`src/rtl/psma_fifo.sv`:
```
`timescale 1ns / 1ps
module psma_fifo #(
	parameter int WIDTH = 8,
	parameter int DEPTH = 2
) (
	input  logic             clk,
	input  logic             arst_n,
	input  logic             push,
	input  logic [WIDTH-1:0] wdata,
	output logic             full,
	input  logic             pop,
	output logic [WIDTH-1:0] rdata,
	output logic             empty
);

	localparam int AW = $clog2(DEPTH);
	localparam int CW = $clog2(DEPTH + 1);

	logic [WIDTH-1:0] mem_q [DEPTH];
	logic [AW-1:0]    wr_ptr_q;
	logic [AW-1:0]    rd_ptr_q;
	logic [CW-1:0]    count_q;
	logic             do_push;
	logic             do_pop;

	assign full    = (count_q == CW'(DEPTH));
	assign empty   = (count_q == '0);
	assign do_push = push && !full;
	assign do_pop  = pop && !empty;
	assign rdata   = mem_q[rd_ptr_q];

	always_ff @(posedge clk or negedge arst_n) begin
		if (!arst_n) begin
			wr_ptr_q <= '0;
			rd_ptr_q <= '0;
			count_q  <= '0;
		end else begin
			if (do_push) begin
				wr_ptr_q <= (wr_ptr_q == AW'(DEPTH - 1)) ? '0 : wr_ptr_q + 1'b1;
			end
			if (do_pop) begin
				rd_ptr_q <= (rd_ptr_q == AW'(DEPTH - 1)) ? '0 : rd_ptr_q + 1'b1;
			end
			if (do_push && !do_pop) begin
				count_q <= count_q + 1'b1;
			end else if (do_pop && !do_push) begin
				count_q <= count_q - 1'b1;
			end
		end
	end

	always_ff @(posedge clk) begin
		if (do_push) begin
			mem_q[wr_ptr_q] <= wdata;
		end
	end

endmodule

```
`config.mk`:
```
export PLATFORM = sky130hd
export DESIGN_NAME = psma_fifo
export DESIGN_NICKNAME = d
export VERILOG_FILES = /design/src/rtl/psma_fifo.sv
export SDC_FILE = /design/constraint.sdc
export NUM_CORES = 1
export LEC_CHECK = 0
export BUFFER_PORTS_ARGS = -buffer_cell sky130_fd_sc_hd__buf_4
export CAP_MARGIN = 25
export CORE_MARGIN = 4
export CORE_UTILIZATION = 52
export CTS_CLUSTER_SIZE = 16
export DETAILED_ROUTE_END_ITERATION = 6
export PLACE_DENSITY = 0.79
export SYNTH_ARGS = -nofsm -noshare
export SYNTH_HDL_FRONTEND = slang
export SYNTH_SLANG_ARGS = --single-unit
```
`constraint.sdc`:
```
create_clock -name clk -period 3.1 [get_ports clk]
set_input_delay 0.155 -clock clk [delete_from_list [all_inputs] [get_ports clk]]
set_output_delay 0.155 -clock clk [all_outputs]
set_load 0.05 [all_outputs]
```
Yosys cells after proc, flatten, opt, wreduce, memory -nomap -nowiden
Memory sizes are Yosys's and may differ from the RTL's. Index checks and enable logic that the tools add are counted.

Logic and storage cells: 25. Latch bits: 0. Bits in read-only memories: 0. Memory bits (writable): 16. Bits of input ports: 12. Register bits: 4. Output and inout port bits: 10. Memories: 1.

Shift-type cells: 0. Multiply operators: 0. Bitwise logic cells: 0. Equality and inequality tests: 1. Mux-type cells: 6. $lt $le $gt $ge: 0. Add/subtract/negate cells: 4. Divide/modulo/power cells: 0. Reduce and logical (&&, ||, !) cells: 10.

Memories: mem_q (depth 2, bits a word 8, rd ports 1, clocked after memory_dff 0, write ports 1, line 19) `logic [WIDTH-1:0] mem_q [DEPTH];`.

Operators by type and width (number): $logic_and 1x1->1 (4); $logic_not 1->1 (4); $mux 1 (4); $mux 2 (2); $add 1x1->1 const B (2); $add 2x1->2 const B (1); $eq 2x2->1 const B (1); $logic_not 2->1 (1); $reduce_bool 2->1 (1); $sub 2x1->2 const B (1).

Logic depth before layout (Yosys ltp)
Depth in word-level cells: 7. Depth in mapped cells: 7.

Worst setup path before layout
OpenSTA, ideal clock, no wires.

Path type: flip-flop to flip-flop. From: register count_q[0]. To: memory mem_q[0][0] (enable). Path buffers: 0. Arrival: 1022 ps. Cell stages (with the launch flop): 4. Required time: 2730 ps. Path slack: 1708 ps. Cell sequence: dfrtp_1 -> nand2b_1 -> nand2_2 -> nor2_1.

Word-level cells in the longest chain between the ends: 5.

Ends and longest elaborated chain: from (decl) (line 22) `logic [CW-1:0] count_q;`; from (signal assigned) (line 45) `count_q <= count_q + 1'b1;`; from (signal assigned) (line 47) `count_q <= count_q - 1'b1;`; $eq 2x2->1 (line 26) `assign full = (count_q == CW'(DEPTH));`; $logic_not 1->1 (line 28) `assign do_push = push && !full;`; $logic_and 1x1->1 (line 28); $mux 1 (line 53) `if (do_push) begin`; $mux 1 (not written as such) (line 54) `mem_q[wr_ptr_q] <= wdata;`; to (decl) (line 19).

No other way between the ends.

Worst setup path in the final report
From: register rd_ptr_q. To: output rdata[2].

Word-level cells in the longest chain between the ends: 1.

Ends and longest elaborated chain: from (decl) (line 21) `logic [AW-1:0] rd_ptr_q;`; from (signal assigned) (line 42) `rd_ptr_q <= (rd_ptr_q == AW'(DEPTH - 1)) ? '0 : rd_ptr_q + 1'b1;`; $mem_v2 2x8; to (decl) (line 12) `output logic [WIDTH-1:0] rdata,`.

No other way between the ends.

==> impl_metrics.tcl <==
set metrics [dict create \
    num_vias 424 \
    timing.fmax_mhz 614 \
    cts.clk_slew.worst_paths_ps 110 \
    cts_root_buf "clkbuf_4" \
    slew_headroom_pct 56.5 \
    dp_slack_ps 1510 \
    max_stage_delay_ps 590 \
    io-pin-count 22 \
    regToRegSetupSlack_ps 1500 \
    hold_violations 0 \
    placed_cell_area_um2 953 \
    start_kind "flip-flop" \
    grt_overflow 0 \
    worst_slew_pin_slew_ps 650 \
    fin_cells 84 \
    crit_chain "mux2_2 > buf_4" \
    syn-num-nets 57 \
    clock-sinks 20 \
    placedCellCount 79 \
    fin_setup_tns_ps 0 \
    fin_nets 83 \
    synth_area_leaders "edfxtp_1 61%, dfrtp_1 13%, mux2_1 8.6%" \
    cts_buffer_depth 2 \
    cp.required_ps 2940 \
    cts-buffers-inserted 3 \
    crit_slowest_cell "dfrtp_1" \
    drt_iter0_drc 6 \
    synth-seq-area-share_pct 74.2 \
    worstSetupPathDepth 2 \
    worstSetupPathType "reg2out" \
    r2r-start "count_q[0]" \
    post_synth_inst_count 44 \
    fp.dieW_um 46.8 \
    rsz0062_at_grt "no" \
    path_max_fanout 9 \
    rr_endpoint "mem_q[0][1]" \
    cts_tree "yes" \
    post_cts_buffers 0 \
    routed_wl_um 1200 \
    worstSkewPairLatency_ps 290 \
    routedWlPerCell_um 14.3 \
    insertedDiodeCount 0 \
    die-height_um 46.8 \
    finalSetupViolCount 0 \
    holdWs_ps 37.0 \
    first_pass_iters 4 \
    avgSynthCellArea_um2 17.8 \
    ys_seq_elements 20 \
    rows 13 \
    h-tree-depth 1 \
    netlist_area_um2 782 \
    grt_pass1_vias 397 \
    drv_slew 0 \
    via_per_inst 5.05 \
    drc 0 \
    post-route-period-util_pct 52.5 \
    min_period_ps 1630 \
    fin_ws_ps 1470 \
    place_congestion 0.663 \
    fill_cells 96 \
    antenna_found_initial 0 \
    fp.coreArea_mm2 0.00137 \
    finClkSkew_ps 3.98 \
    grt_pass1_wl_um 1890 \
    path_delay_family "flip-flops" \
    drive_gt1_share_pct 40.6 \
    status "finished clean" \
    ant_nets 0 \
    synth_cell_types 15 \
    finalInstanceArea_um2 990 \
    ir_worst_vdd_mv 0.683 \
    cp-startpoint "rd_ptr_q" \
    worst_setup_path_end_kind "output port" \
    track_usage_pct 13.3 \
    crit_end "rdata[2]" \
    synth_top_area_share_pct 61.4 \
    path_buf_inv 1 \
    p_leak_nw 0.411 \
    power.density_mw_per_mm2 1070 \
    arrival_ps 1470 \
    port_buffers 21 \
    yosysTopAreaCell "edfxtp_1" \
    yosysWarnings 0 \
    die-area_mm2 0.00219 \
    syn2layout_area_growth_pct 26.6 \
    holdPathStages 1 \
    r2r_cells 3 \
    start_util_pct 57.2 \
    hold_path.class "in2reg" \
    grt_max_degree 12 \
    dp_hpwl_um 937 \
    maxCapViolCount 0 \
]
-- state kept, by name, summed over array words and instances, names as in the netlist --
signal    cells
count_q       2
mem_q        16
rd_ptr_q      1
wr_ptr_q      1
-- routing by layer --
metal | wire (um) | vias up | GRT usage, %
met1 | 488 | 194 | 16.7
met3 | 68 | 4 | 3.45
met2 | 624 | 18 | 22.2
met4 | 22 | 0 | 4.97
li1 | - | 208 | -
met5 | 0 | - | 0
-- cells in the final DEF, fill, tap and decap left out --
cell | synthesis | routed
and3_1 | 1 | 1
buf_4 | 0 | 21
clkbuf_4 | 0 | 3
clkinv_1 | 0 | 1
dfrtp_1 | 4 | 4
dlygate4sd3_1 | 0 | 1
edfxtp_1 | 16 | 16
ha_1 | 1 | 1
inv_1 | 2 | 2
mux2_1 | 6 | 6
mux2_2 | 2 | 2
nand2_2 | 1 | 1
nand2b_1 | 1 | 1
nor2_1 | 3 | 3
o21ai_1 | 1 | 1
xnor2_1 | 2 | 2
xnor2_2 | 1 | 1
xor2_1 | 2 | 2
-- logic make-up after synthesis --
family | Yosys count | synth area share (%)
multiplexers | 8 | 11.5
AND/OR/NAND/NOR | 6 | 3.84
adder cells (fa/ha/maj) | 1 | 1.60
XOR/XNOR | 5 | 6.56
AO/OA/AOI/OAI | 1 | 0.639
buffers and inverters | 3 | 1.60
flip-flops | 20 | 74.2
-- stage by stage --
stage / power, mW / utilization, %
final: 1.06 / 72.4
after CTS: 1.07 / 72.4
after global routing: 1.12 / 72.4
after global placement: 0.934 / 69.8
after detailed placement: 0.948 / 69.8
after floorplan: 0.806 / -
-- power breakdown --
part | internal (mW) | switching [mW]
logic | 0.179 | 0.328
clock network | 0.0468 | 0.0747
registers | 0.376 | 0.0600
-- what timing repair did --
action / in CTS / in global routing
endpoints found under the hold margin: 4 / 0
gates resized for setup: 0 / 0
hold buffers: 1 / 0
-- final cells by class --
cell class	count	area, um^2	share of cell area, %
clock buffer	3	22.5	2.28
clock inverter	1	3.75	0.379
inverter	2	7.51	0.759
multi-input combinational	21	189	19.1
sequential	20	581	58.7
tap	15	18.8	1.90
timing repair buffer	22	168	16.9
-- worst min path at each step --
stage | slack, ps | endpoint | from
after detailed placement | -50 | rd_ptr_q | arst_n
after global routing | 20 | mem_q[1][6] | wdata[6]
final | 40 | mem_q[0][7] | wdata[7]
after floorplan | -140 | count_q[0] | arst_n
after global placement | -50 | rd_ptr_q | arst_n
after CTS | 40 | mem_q[1][2] | wdata[2]
-- Yosys cell counts --
| cell type | count |
|---|---|
| nand2_2 | 1 |
| ha_1 | 1 |
| mux2_1 | 6 |
| and3_1 | 1 |
| inv_1 | 2 |
| o21ai_1 | 1 |
| nand2b_1 | 1 |
| xnor2_2 | 1 |
| mux2_2 | 2 |
| buf_2 | 1 |
| xnor2_1 | 2 |
| dfrtp_1 | 4 |
| edfxtp_1 | 16 |
| xor2_1 | 2 |
| nor2_1 | 3 |
Power figures use the tool's default switching activity.
