File: src/rtl/psma_pkg.sv
`timescale 1ns / 1ps
package psma_pkg;

	localparam int DEF_NUM_SENSORS = 1024;
	localparam int DEF_WINDOW      = 5;

	localparam int DIV_K     = 19;
	localparam int CNT_ARG_W = 4;

	typedef struct packed {
		logic               bad;
		logic [15:0]        id;
		logic signed [15:0] temp;
	} cmd_t;

	typedef struct packed {
		logic [15:0]        node_id;
		logic signed [15:0] average;
		logic [1:0]         level;
		logic               changed;
		logic               bad_id;
	} res_t;

	typedef struct packed {
		logic signed [15:0] hot;
		logic signed [15:0] cold;
	} thr_t;

	function automatic logic [DIV_K-1:0] recip(input logic [CNT_ARG_W-1:0] c);
		logic [DIV_K-1:0] r;
		case (c)
			4'd1: r = {DIV_K{1'b1}};
			4'd2: r = DIV_K'((1 << DIV_K) / 2);
			4'd3: r = DIV_K'((1 << DIV_K) / 3);
			4'd4: r = DIV_K'((1 << DIV_K) / 4);
			4'd5: r = DIV_K'((1 << DIV_K) / 5);
			4'd6: r = DIV_K'((1 << DIV_K) / 6);
			4'd7: r = DIV_K'((1 << DIV_K) / 7);
			4'd8: r = DIV_K'((1 << DIV_K) / 8);
			default: r = '0;
		endcase
		return r;
	endfunction

endpackage

File: src/rtl/psma_front.sv
`timescale 1ns / 1ps
module psma_front import psma_pkg::*; #(
	parameter int NUM_SENSORS = DEF_NUM_SENSORS
) (
	input  logic               push,
	output logic               full,
	input  logic [15:0]        src_id,
	input  logic signed [15:0] temperature,
	input  logic [10:0]        id_limit,
	input  logic               cmd_full,
	input  logic               clearing,
	output logic               cmd_push,
	output cmd_t               cmd
);

	logic bad;

	assign full     = cmd_full || clearing;
	assign cmd_push = push && !full;
	assign bad      = ({1'b0, src_id} >= 17'(NUM_SENSORS)) ||
	                  (src_id >= {5'd0, id_limit});

	always_comb begin
		cmd.bad  = bad;
		cmd.id   = src_id;
		cmd.temp = temperature;
	end

endmodule

File: config.mk
export PLATFORM = sky130hd
export DESIGN_NAME = psma_front
export DESIGN_NICKNAME = d
export VERILOG_FILES = /design/src/rtl/psma_pkg.sv /design/src/rtl/psma_front.sv
export SDC_FILE = /design/constraint.sdc
export NUM_CORES = 1
export LEC_CHECK = 0
export BUFFER_PORTS_ARGS = -buffer_cell sky130_fd_sc_hd__buf_2
export CELL_PAD_IN_SITES_DETAIL_PLACEMENT = 1
export CELL_PAD_IN_SITES_GLOBAL_PLACEMENT = 1
export CORE_AREA = 4 4 58 60
export DETAILED_ROUTE_END_ITERATION = 12
export DIE_AREA = 0 0 62 64
export PLACE_DENSITY = 0.89
export RECOVER_POWER = 25
export SYNTH_ARGS = -nofsm -noshare
export SYNTH_HDL_FRONTEND = slang
export SYNTH_SLANG_ARGS = --single-unit
File: constraint.sdc
create_clock -name vclk -period 1.52
set_input_delay 0 -clock vclk [all_inputs]
set_output_delay 0 -clock vclk [all_outputs]
set_load 0.02 [all_outputs]
Word-level counts from Yosys, hierarchy flattened
Cells that the tools add are included.
{"block": "word_totals", "regBits": 0, "in_bits": 46, "wordCells": 6}
{"block": "classes", "n_lt_le_gt_ge": 2, "reduce_logical": 4}
{"op": "greater-or-equal comparator 16 x 11 -> 1 bit", "count": 1}
{"op": "greater-or-equal comparator 16 x 11 -> 1 bit (second input constant)", "count": 1}
{"op": "logical OR 1 bit", "count": 2}
{"op": "logical AND 1 bit", "count": 1}
{"op": "zero test 1 bit", "count": 1}

Longest topological paths before layout
Gate-level depths: netlist of the first run.
{"block": "logic_depth", "ltp_word": 3, "ltp_mapped": 7, "depth_no_buf": 6}

Least setup slack after synthesis of the first run
Ideal clock, no wire load.
{"block": "synth_timing", "path_type": "input to output", "start": "input port id_limit[6]", "end": "output port cmd[32] in the netlist's numbering", "t_arrival_ps": 1065, "required_ps": 1520, "path_slack_ps": 455, "cell_stages": 6, "cell_sequence": "inv_1 > ha_1 > a21o_1 > a2111oi_2 > a21oi_1 > buf_4"}
{"block": "synth_via", "elab_chain_len": 2}
{"element": "from (decl)", "line_no": "psma_front.sv:9", "rtl": "input logic [10:0] id_limit,"}
{"element": "greater-or-equal comparator 16 x 11 -> 1 bit", "line_no": "psma_front.sv:21", "rtl": "(src_id >= {5'd0, id_limit});"}
{"element": "logical OR 1 bit", "line_no": "psma_front.sv:20", "rtl": "assign bad = ({1'b0, src_id} >= 17'(NUM_SENSORS)) ||"}
{"element": "to (decl)", "line_no": "psma_front.sv:13", "rtl": "output cmd_t cmd"}
Every way passes these cells.

==> impl_metrics.csv, run 1 <==
group,metric,value,unit
yosys,ys_seq_area_frac,0,
yosys,yosysTopAreaCellShare,0.448,
cells_and_area,nClkBuffers,0,
sta,max_freq,816,MHz
run,maxCapViolCount,0,
detailed_routing,num_vias,498,
grt,antenna_found_initial,0,
sta,grt_setup_unrepaired,"no",
yosys,synth_cell_types,17,
detailed_routing,routedWlPerCell,10.5,um
sta,maxSlewHeadroom,0.833,
placed_design,place_congestion,0.613,
yosys,yosysMostFrequentCell,"buf_4",
grt,grt_max_degree,4,
detailed_routing,first_pass_iters,3,
sta,setup_viol,0,
detailed_routing,via_per_inst,4.02,
hold_path,holdCritPathClass,"input port to primary output",
cells_and_area,regArea,0,um^2
floorplanning,die_x,62,um
detailed_routing,drtIter0Drc,8,
clock_network,post-cts-setup-buffers,0,
yosys,ys_top_cells_by_count,"buf_4 (33), inv_1 (14), ha_1 (11)",
power_and_ir_drop,peakVddDrop,69.0,uV
yosys,synth_area,553,um^2
cells_and_area,fill_cells,372,
yosys,syn_avg_cell_area,7.37,um^2
floorplanning,start_util,0.189,
cells_and_area,numSequentialCells,0,
sta,finalCritPeriodShare,0.806,
cells_and_area,diodes,0,
yosys,synth_area_leaders,"buf_4 (45%), ha_1 (25%), inv_1 (9.5%), a2111oi_2 (2.7%), nor4_2 (2.3%)",
sta,slew_viol_final,0,
cells_and_area,nets,150,
cells_and_area,drive_gt1_frac,0.582,
sta,worst_slew_pin_slew,0.251,ns
grt,overflow,0,
grt,grt_pass1_wl,1950,um
power_and_ir_drop,pwr_density_cell,268,nW/um^2
cells_and_area,multi_input_area,253,um^2
clock_network,ctsResizeCount,0,
floorplanning,core-area,2930,um^2
detailed_routing,drc,0,
floorplanning,die_y,64,um
sta,fin_setup_tns,0,ns
floorplanning,io_pins,81,
detailed_routing,drtAntennaViolNets,0,
floorplanning,die-area,3970,um^2
status,status,"finished clean",
sta,min_period,1.23,ns
sta,whs,0.00000885,ns
grt,grt_pass1_vias,491,
placed_design,place_hpwl,1290,um
placed_design,dp_slack,0.273,ns
yosys,yosys_warnings,0,
clock_network,ctsHoldBuffers,0,
sta,finalHoldViolCount,0,
cells_and_area,area_growth,7.01,%
setup_path,worstSetupStartpointType,"input port",
yosys,synth_cells,75,
placed_design,io_buffers,49,
setup_path,cp.arrival,1.23,ns
setup_path,cp_max_fo,2,
yosys,yosysTopAreaCell,"buf_4",
floorplanning,placementRows,20,
setup_path,end_kind,"primary output",
setup_path,path_class,"input port to primary output",
power_and_ir_drop,p_leak,0.378,nW
yosys,syn_nets,132,
setup_path,crit_required,1.52,ns
grt,grt_use_total,0.0591,
sta,worst_slack,0.294,ns
detailed_routing,wl,1300,um
==> power by group <==
group	switching (W)	internal, W	total [W]	leakage (nW)
Combinational	0.0000863	0.0000725	0.000159	0.378
Clock	0	0	0	0
Sequential	0	0	0	0
==> layout make-up <==
| class | instances | area share |
|---|---|---|
| Tap cell | 33 | 0.0698 |
| Timing Repair Buffer | 49 | 0.414 |
| Inverter | 14 | 0.0888 |
| Multi-Input combinational cell | 28 | 0.427 |
==> path summary, 6_finish.rpt <==
path,from,endpoint,slack (ns),depth (start not counted)
worst min-delay path,temperature[0],cmd[0],0.000009,0
worst max-delay path,src_id[3],cmd[32],0.29,7
==> cell families (layout without fill, tap and decap cells) <==
logic type / after synthesis / after routing / share of synthesized area
fa+ha+maj: 11 / 11 / 0.249
buf+inv: 47 / 63 / 0.543
simple gates: 9 / 9 / 0.0973
compound gates: 8 / 8 / 0.111
==> stage by stage <==
step	std cells	utilization	cell area (um^2)	power, W
after floorplan	75	-	553	0.000175
after global placement	124	0.202	592	0.000157
after detailed placement	124	0.202	592	0.000163
after CTS	124	0.202	592	0.000164
after global routing	124	0.202	592	0.000181
final	124	0.202	592	0.000159
==> layout by cell type (no fill, tap or decap) <==
master | Yosys | final
buf_2 | 0 | 49
inv_1 | 14 | 14
ha_1 | 11 | 11
or2_2 | 2 | 2
o21ai_0 | 2 | 2
nand3_1 | 2 | 2
o21a_1 | 1 | 1
nor4_1 | 1 | 1
a221o_1 | 1 | 1
a21o_1 | 1 | 1
nor4_2 | 1 | 1
nand2_1 | 1 | 1
nor3_1 | 1 | 1
a2111oi_2 | 1 | 1
a31oi_1 | 1 | 1
a21oi_1 | 1 | 1
nor2_1 | 1 | 1
==> worst max-delay path, cell delays in order <==
cell and delay [ns]:
buf_2 0.10, ha_1 0.28, o21a_1 0.11, o21ai_0 0.07
a221o_1 0.36, a21oi_1 0.12, buf_2 0.18
==> layer usage <==
layer | part of all wire | global-route usage | vias up
met3 | 0.18 | 0.0162 | 2
met5 | 0 | 0 | -
li1 | - | - | 242
met2 | 0.52 | 0.120 | 36
met1 | 0.29 | 0.0576 | 218
met4 | 0.0031 | 0.00265 | 0
Power figures use the tool's default switching activity.
==> inputs of run 2 (changes only) <==
--- a/config.mk
+++ b/config.mk
@@ -5,13 +5,14 @@
 export SDC_FILE = /design/constraint.sdc
 export NUM_CORES = 1
 export LEC_CHECK = 0
+export ABC_AREA = 1
 export BUFFER_PORTS_ARGS = -buffer_cell sky130_fd_sc_hd__buf_2
 export CELL_PAD_IN_SITES_DETAIL_PLACEMENT = 1
 export CELL_PAD_IN_SITES_GLOBAL_PLACEMENT = 1
-export CORE_AREA = 4 4 58 60
+export CORE_AREA = 4 4 63 65
 export DETAILED_ROUTE_END_ITERATION = 12
-export DIE_AREA = 0 0 62 64
-export PLACE_DENSITY = 0.89
+export DIE_AREA = 0 0 67 69
+export PLACE_DENSITY = 0.8
 export RECOVER_POWER = 25
 export SYNTH_ARGS = -nofsm -noshare
 export SYNTH_HDL_FRONTEND = slang
==> constraint.sdc (replaced) <==
create_clock -name vclk -period 1.24
set_input_delay 0 -clock vclk [all_inputs]
set_output_delay 0 -clock vclk [all_outputs]
set_load 0.02 [all_outputs]
==> run 2 against run 1 <==
  * Utilization is 0.94 points lower
  * Global-route usage is 0.76 points lower
  * Via count is 8.2% higher
  * Final cell count is 26% higher
  * Count of clock-buffer cells in the layout stayed put
  * Power is 32% higher
  * Final area is 8.7% higher
  * Combinational power is 31% higher
  * Critical path depth is 4 higher
  * Synthesized cell count is 25% higher
  * Largest power group unchanged
  * Highest routed layer is now met3
==> impl_metrics.csv, run 2 <==
group,metric,value,unit
status,status,"finished clean",
cells_and_area,diodes,0,
detailed_routing,drtAntennaViolNets,0,
sta,fin_setup_tns,0,ns
yosys,synth_cells,94,
yosys,ys_seq_area_frac,0,
setup_path,worstSetupStartpointType,"input port",
cells_and_area,fill_cells,447,
yosys,synth_area_leaders,"buf_4 (42%), ha_1 (23%), inv_1 (11%), nand2_1 (10%), nor2_1 (5.1%)",
floorplanning,die_x,67,um
floorplanning,placementRows,21,
sta,min_period,1.01,ns
placed_design,place_hpwl,1240,um
floorplanning,start_util,0.176,
floorplanning,core-area,3340,um^2
cells_and_area,drive_gt1_frac,0.455,
grt,antenna_found_initial,0,
run,maxCapViolCount,0,
detailed_routing,routedWlPerCell,7.99,um
yosys,syn_avg_cell_area,6.26,um^2
setup_path,crit_required,1.24,ns
grt,overflow,0,
cells_and_area,final_cell_mix,"buf_2 (49), inv_1 (18), nand2_1 (16)",
sta,finalHoldViolCount,0,
setup_path,end_kind,"primary output",
cells_and_area,nets,169,
sta,worst_slew_pin_slew,0.147,ns
detailed_routing,wl,1250,um
power_and_ir_drop,seq_power_share,0,
cells_and_area,final_common_cell,"buf_2",
detailed_routing,first_pass_iters,2,
cells_and_area,numSequentialCells,0,
placed_design,io_buffers,49,
floorplanning,die-area,4620,um^2
grt,grt_use_total,0.0515,
power_and_ir_drop,switching_share,0.555,
grt,grt_pass1_wl,2080,um
power_and_ir_drop,pwr_density_cell,325,nW/um^2
hold_path,holdCritPathClass,"input port to primary output",
setup_path,cp_max_fo,2,
power_and_ir_drop,p_int,0.0000932,W
power_and_ir_drop,peakVddDrop,40.5,uV
sta,setup_viol,0,
cells_and_area,multi_input_area,273,um^2
power_and_ir_drop,finalPower,0.000209,W
floorplanning,die_y,69,um
power_and_ir_drop,p_leak,0.431,nW
cells_and_area,final_util,0.193,
placed_design,place_congestion,0.673,
cells_and_area,area_growth,9.36,%
detailed_routing,drtIter0Drc,6,
detailed_routing,drc,0,
clock_network,ctsResizeCount,0,
sta,grt_setup_unrepaired,"no",
cells_and_area,nClkBuffers,0,
setup_path,path_class,"input port to primary output",
detailed_routing,num_vias,539,
placed_design,placedCellCount,156,
yosys,synth_area,588,um^2
grt,grt_pass1_vias,551,
yosys,syn_nets,151,
power_and_ir_drop,clkPwrFrac,0,
power_and_ir_drop,p_comb_frac,1.000,
sta,slew_viol_final,0,
yosys,ys_top_cells_by_count,"buf_4 (33), inv_1 (18), nand2_1 (16)",
sta,finalCritPeriodShare,0.814,
power_and_ir_drop,power_switching,0.000116,W
cells_and_area,regArea,0,um^2
yosys,yosys_warnings,0,
yosys,yosysTopAreaCellShare,0.421,
clock_network,ctsHoldBuffers,0,
grt,grt_max_degree,4,
floorplanning,io_pins,81,
clock_network,post-cts-setup-buffers,0,
sta,maxSlewHeadroom,0.901,
sta,max_freq,991,MHz
yosys,yosysMostFrequentCell,"buf_4",
setup_path,cp.arrival,1.01,ns
yosys,synth_cell_types,11,
cells_and_area,final_cells,156,
detailed_routing,via_per_inst,3.46,
yosys,yosysTopAreaCell,"buf_4",
==> run 2: changes by cell type after synthesis, sizes merged, moves of 2 or more <==
cell / previous run / this run
a21oi: 1 / 3
nor2: 1 / 8
nand2: 1 / 16
nor4: 2 / 0
inv: 14 / 18
o21ai: 2 / 0
==> run 2: kinds of logic after synthesis <==
group / after synthesis / share of synthesized area
compound gates: 4 / 0.0383
fa+ha+maj: 11 / 0.234
simple gates: 28 / 0.191
buf+inv: 51 / 0.536
==> run 2: worst paths after layout <==
check	from	to	depth (start not counted)	slack, ns
max	src_id[3]	cmd[32]	11	0.23
min	temperature[0]	cmd[0]	0	0.000008
==> run 2: layout make-up <==
type / instances / area share
multi-input combinational: 43 / 0.424
timing repair buffer: 49 / 0.381
tap: 46 / 0.0895
inverter: 18 / 0.105
==> run 2: power by group through the flow <==
stage | clock [W] | sequential, W | combinational [W]
final | 0 | 0 | 0.000209
after floorplan | 0 | 0 | 0.000231
after global routing | 0 | 0 | 0.000242
after global placement | 0 | 0 | 0.000212
after CTS | 0 | 0 | 0.000216
after detailed placement | 0 | 0 | 0.000215
==> run 2: critical path, stage by stage <==
cell and delay [ns]:
buf_2 0.11, ha_1 0.30, nand2_1 0.09, nor2_1 0.05, nor2_1 0.07, nand2_1 0.05, nand2_1 0.05, nand2_1 0.04
nand2_1 0.05, nand2_1 0.04, buf_2 0.15
==> run 2: metrics by stage <==
| stage | setup slack, ns | hold WS, ns | cell area (um^2) |
|---|---|---|---|
| floorplan | 0.393 | 0.113 | 588 |
| global placement | 0.235 | 0.000137 | 643 |
| detailed placement | 0.205 | 0.000137 | 643 |
| CTS | 0.202 | 0.000137 | 643 |
| global route | 0.0764 | 0.0000292 | 643 |
| finish | 0.231 | 0.00000774 | 643 |
==> run 2: layer usage <==
layer,GRT usage,vias up,share of wire
li1,-,283,-
met1,0.0494,233,0.32
met2,0.111,23,0.55
met3,0.00487,0,0.12
met4,0.00676,0,0
met5,0,-,0
==> inputs of run 3 (changes only) <==
==> constraint.sdc (replaced) <==
create_clock -name vclk -period 1
set_input_delay 0 -clock vclk [all_inputs]
set_output_delay 0 -clock vclk [all_outputs]
set_load 0.02 [all_outputs]
==> run 3 against run 2 <==
  * Flip-flop and latch count did not move
  * Die area did not move
  * Count of clock-buffer cells in the layout unchanged
  * Final area is 20% higher
  * Final cell count up 1.3%
  * Critical path depth shrank 3
  * Hold slack is essentially flat
  * Utilization rose by 3.9 points
  * Routed wire length grew 14%
  * Via count increased by 3.5%
  * First-iteration DRC count did not move
  * Power up 53%
  * Highest routed layer unchanged
==> impl_metrics.csv, run 3 (synthesis gave the netlist of run 2 again) <==
group,metric,value,unit
grt,grt_max_degree,4,
power_and_ir_drop,pwr_density_cell,413,nW/um^2
detailed_routing,drc,0,
grt,grt_use_total,0.0521,
cells_and_area,area_growth,31.7,%
placed_design,placedCellCount,158,
detailed_routing,wl,1420,um
floorplanning,core-area,3340,um^2
hold_path,min-delay-start,"temperature[0]",
detailed_routing,drtAntennaViolNets,0,
setup_path,crit_required,1.00,ns
floorplanning,die_y,69,um
sta,finalHoldViolCount,0,
hold_path,holdCritPathClass,"input port to primary output",
sta,finalCritPeriodShare,0.938,
setup_path,crit_path_start,"src_id[7]",
floorplanning,die_x,67,um
setup_path,cp_max_fo,2,
setup_path,slowest_stage,"ha_1",
run,maxCapViolCount,0,
clock_network,ctsHoldBuffers,0,
placed_design,place_hpwl,1290,um
cells_and_area,numSequentialCells,0,
cells_and_area,final_cell_mix,"buf_2 (40), inv_1 (14), nand2_1 (14)",
power_and_ir_drop,p_leak,0.458,nW
hold_path,hold_depth,0,
setup_path,end_kind,"primary output",
sta,grt_setup_unrepaired,"yes",
floorplanning,io_pins,81,
grt,antenna_found_initial,0,
sta,slew_viol_final,0,
sta,worst_slew_pin_slew,0.148,ns
sta,fin_setup_tns,0,ns
power_and_ir_drop,peakVddDrop,64.4,uV
cells_and_area,nClkBuffers,0,
grt,grt_pass1_vias,534,
floorplanning,placementRows,21,
cells_and_area,fill_cells,445,
placed_design,place_congestion,0.677,
detailed_routing,via_per_inst,3.53,
grt,overflow,0,
setup_path,worstSetupStartpointType,"input port",
detailed_routing,drtIter0Drc,6,
setup_path,max_stage_delay,0.29,ns
cells_and_area,final_common_cell,"buf_2",
cells_and_area,nets,171,
detailed_routing,first_pass_iters,2,
status,status,"finished clean",
cells_and_area,regArea,0,um^2
cells_and_area,drive_gt1_frac,0.554,
placed_design,io_buffers,49,
cells_and_area,diodes,0,
hold_path,worstHoldEndpoint,"cmd[0]",
cells_and_area,final_cells,158,
sta,min_period,0.938,ns
grt,grt_pass1_wl,2120,um
sta,setup_viol,0,
setup_path,cp.arrival,0.94,ns
detailed_routing,routedWlPerCell,8.96,um
floorplanning,start_util,0.176,
cells_and_area,final_area,774,um^2
detailed_routing,num_vias,558,
sta,whs,0.00000775,ns
setup_path,path_class,"input port to primary output",
sta,max_freq,1070,MHz
placed_design,dpl_cell_area,658,um^2
sta,maxSlewHeadroom,0.900,
setup_path,crit_top_cell,"nand2_1",
floorplanning,die-area,4620,um^2
setup_path,path_cells,"buf_2, ha_1, a21oi_1, o21a_1, nand2_1, nand2_1, nand2_1, buf_6",
==> run 3: where the power goes <==
group          switching [W]  internal (W)  total (W)
sequential                 0             0          0
combinational       0.000163      0.000157   0.000320
clock                      0             0          0
==> run 3: metal layers <==
metal,global-route usage,part of all wire,vias up
met1,0.0552,0.34,247
met3,0.00487,0.092,0
met4,0.00676,0,0
met5,0,0,-
met2,0.107,0.57,23
li1,-,-,288
==> run 3: worst max path at each step <==
stage	cells after the start	to
floorplan	11	cmd[32]
global placement	11	cmd[32]
detailed placement	11	cmd[32]
CTS	11	cmd[32]
global route	12	cmd[32]
finish	8	cmd[32]
==> run 3: area by class of cell <==
| cell class | instances | area [um^2] | area share |
|---|---|---|---|
| tap | 46 | 57.6 | 0.0743 |
| multi-input combinational | 43 | 328 | 0.423 |
| inverter | 18 | 72.6 | 0.0937 |
| timing repair buffer | 51 | 317 | 0.409 |
==> run 3: timing repair <==
item | in CTS | in global routing
gates resized for setup | 3 | 22
pin swaps | 2 | 10
buffers inserted | 0 | 0
endpoints found under the setup margin | 1 | 1
hold endpoints to repair | 0 | 0
==> run 3: through the flow <==
stage	power (W)	util	setup WS, ns
floorplan	0.000286	-	0.153
global placement	0.000268	0.197	-0.0107
detailed placement	0.000275	0.197	-0.0318
CTS	0.000281	0.203	0.000145
global route	0.000365	0.232	-0.0411
finish	0.000320	0.232	0.0618
==> run 3: critical path: cells and delay by family <==
family / cells / cell delay [ns]
and+or+nand+nor: 3 / 0.15
AOI/OAI and AO/OA: 2 / 0.26
buffers and inverters: 2 / 0.23
adders and majority gates: 1 / 0.29
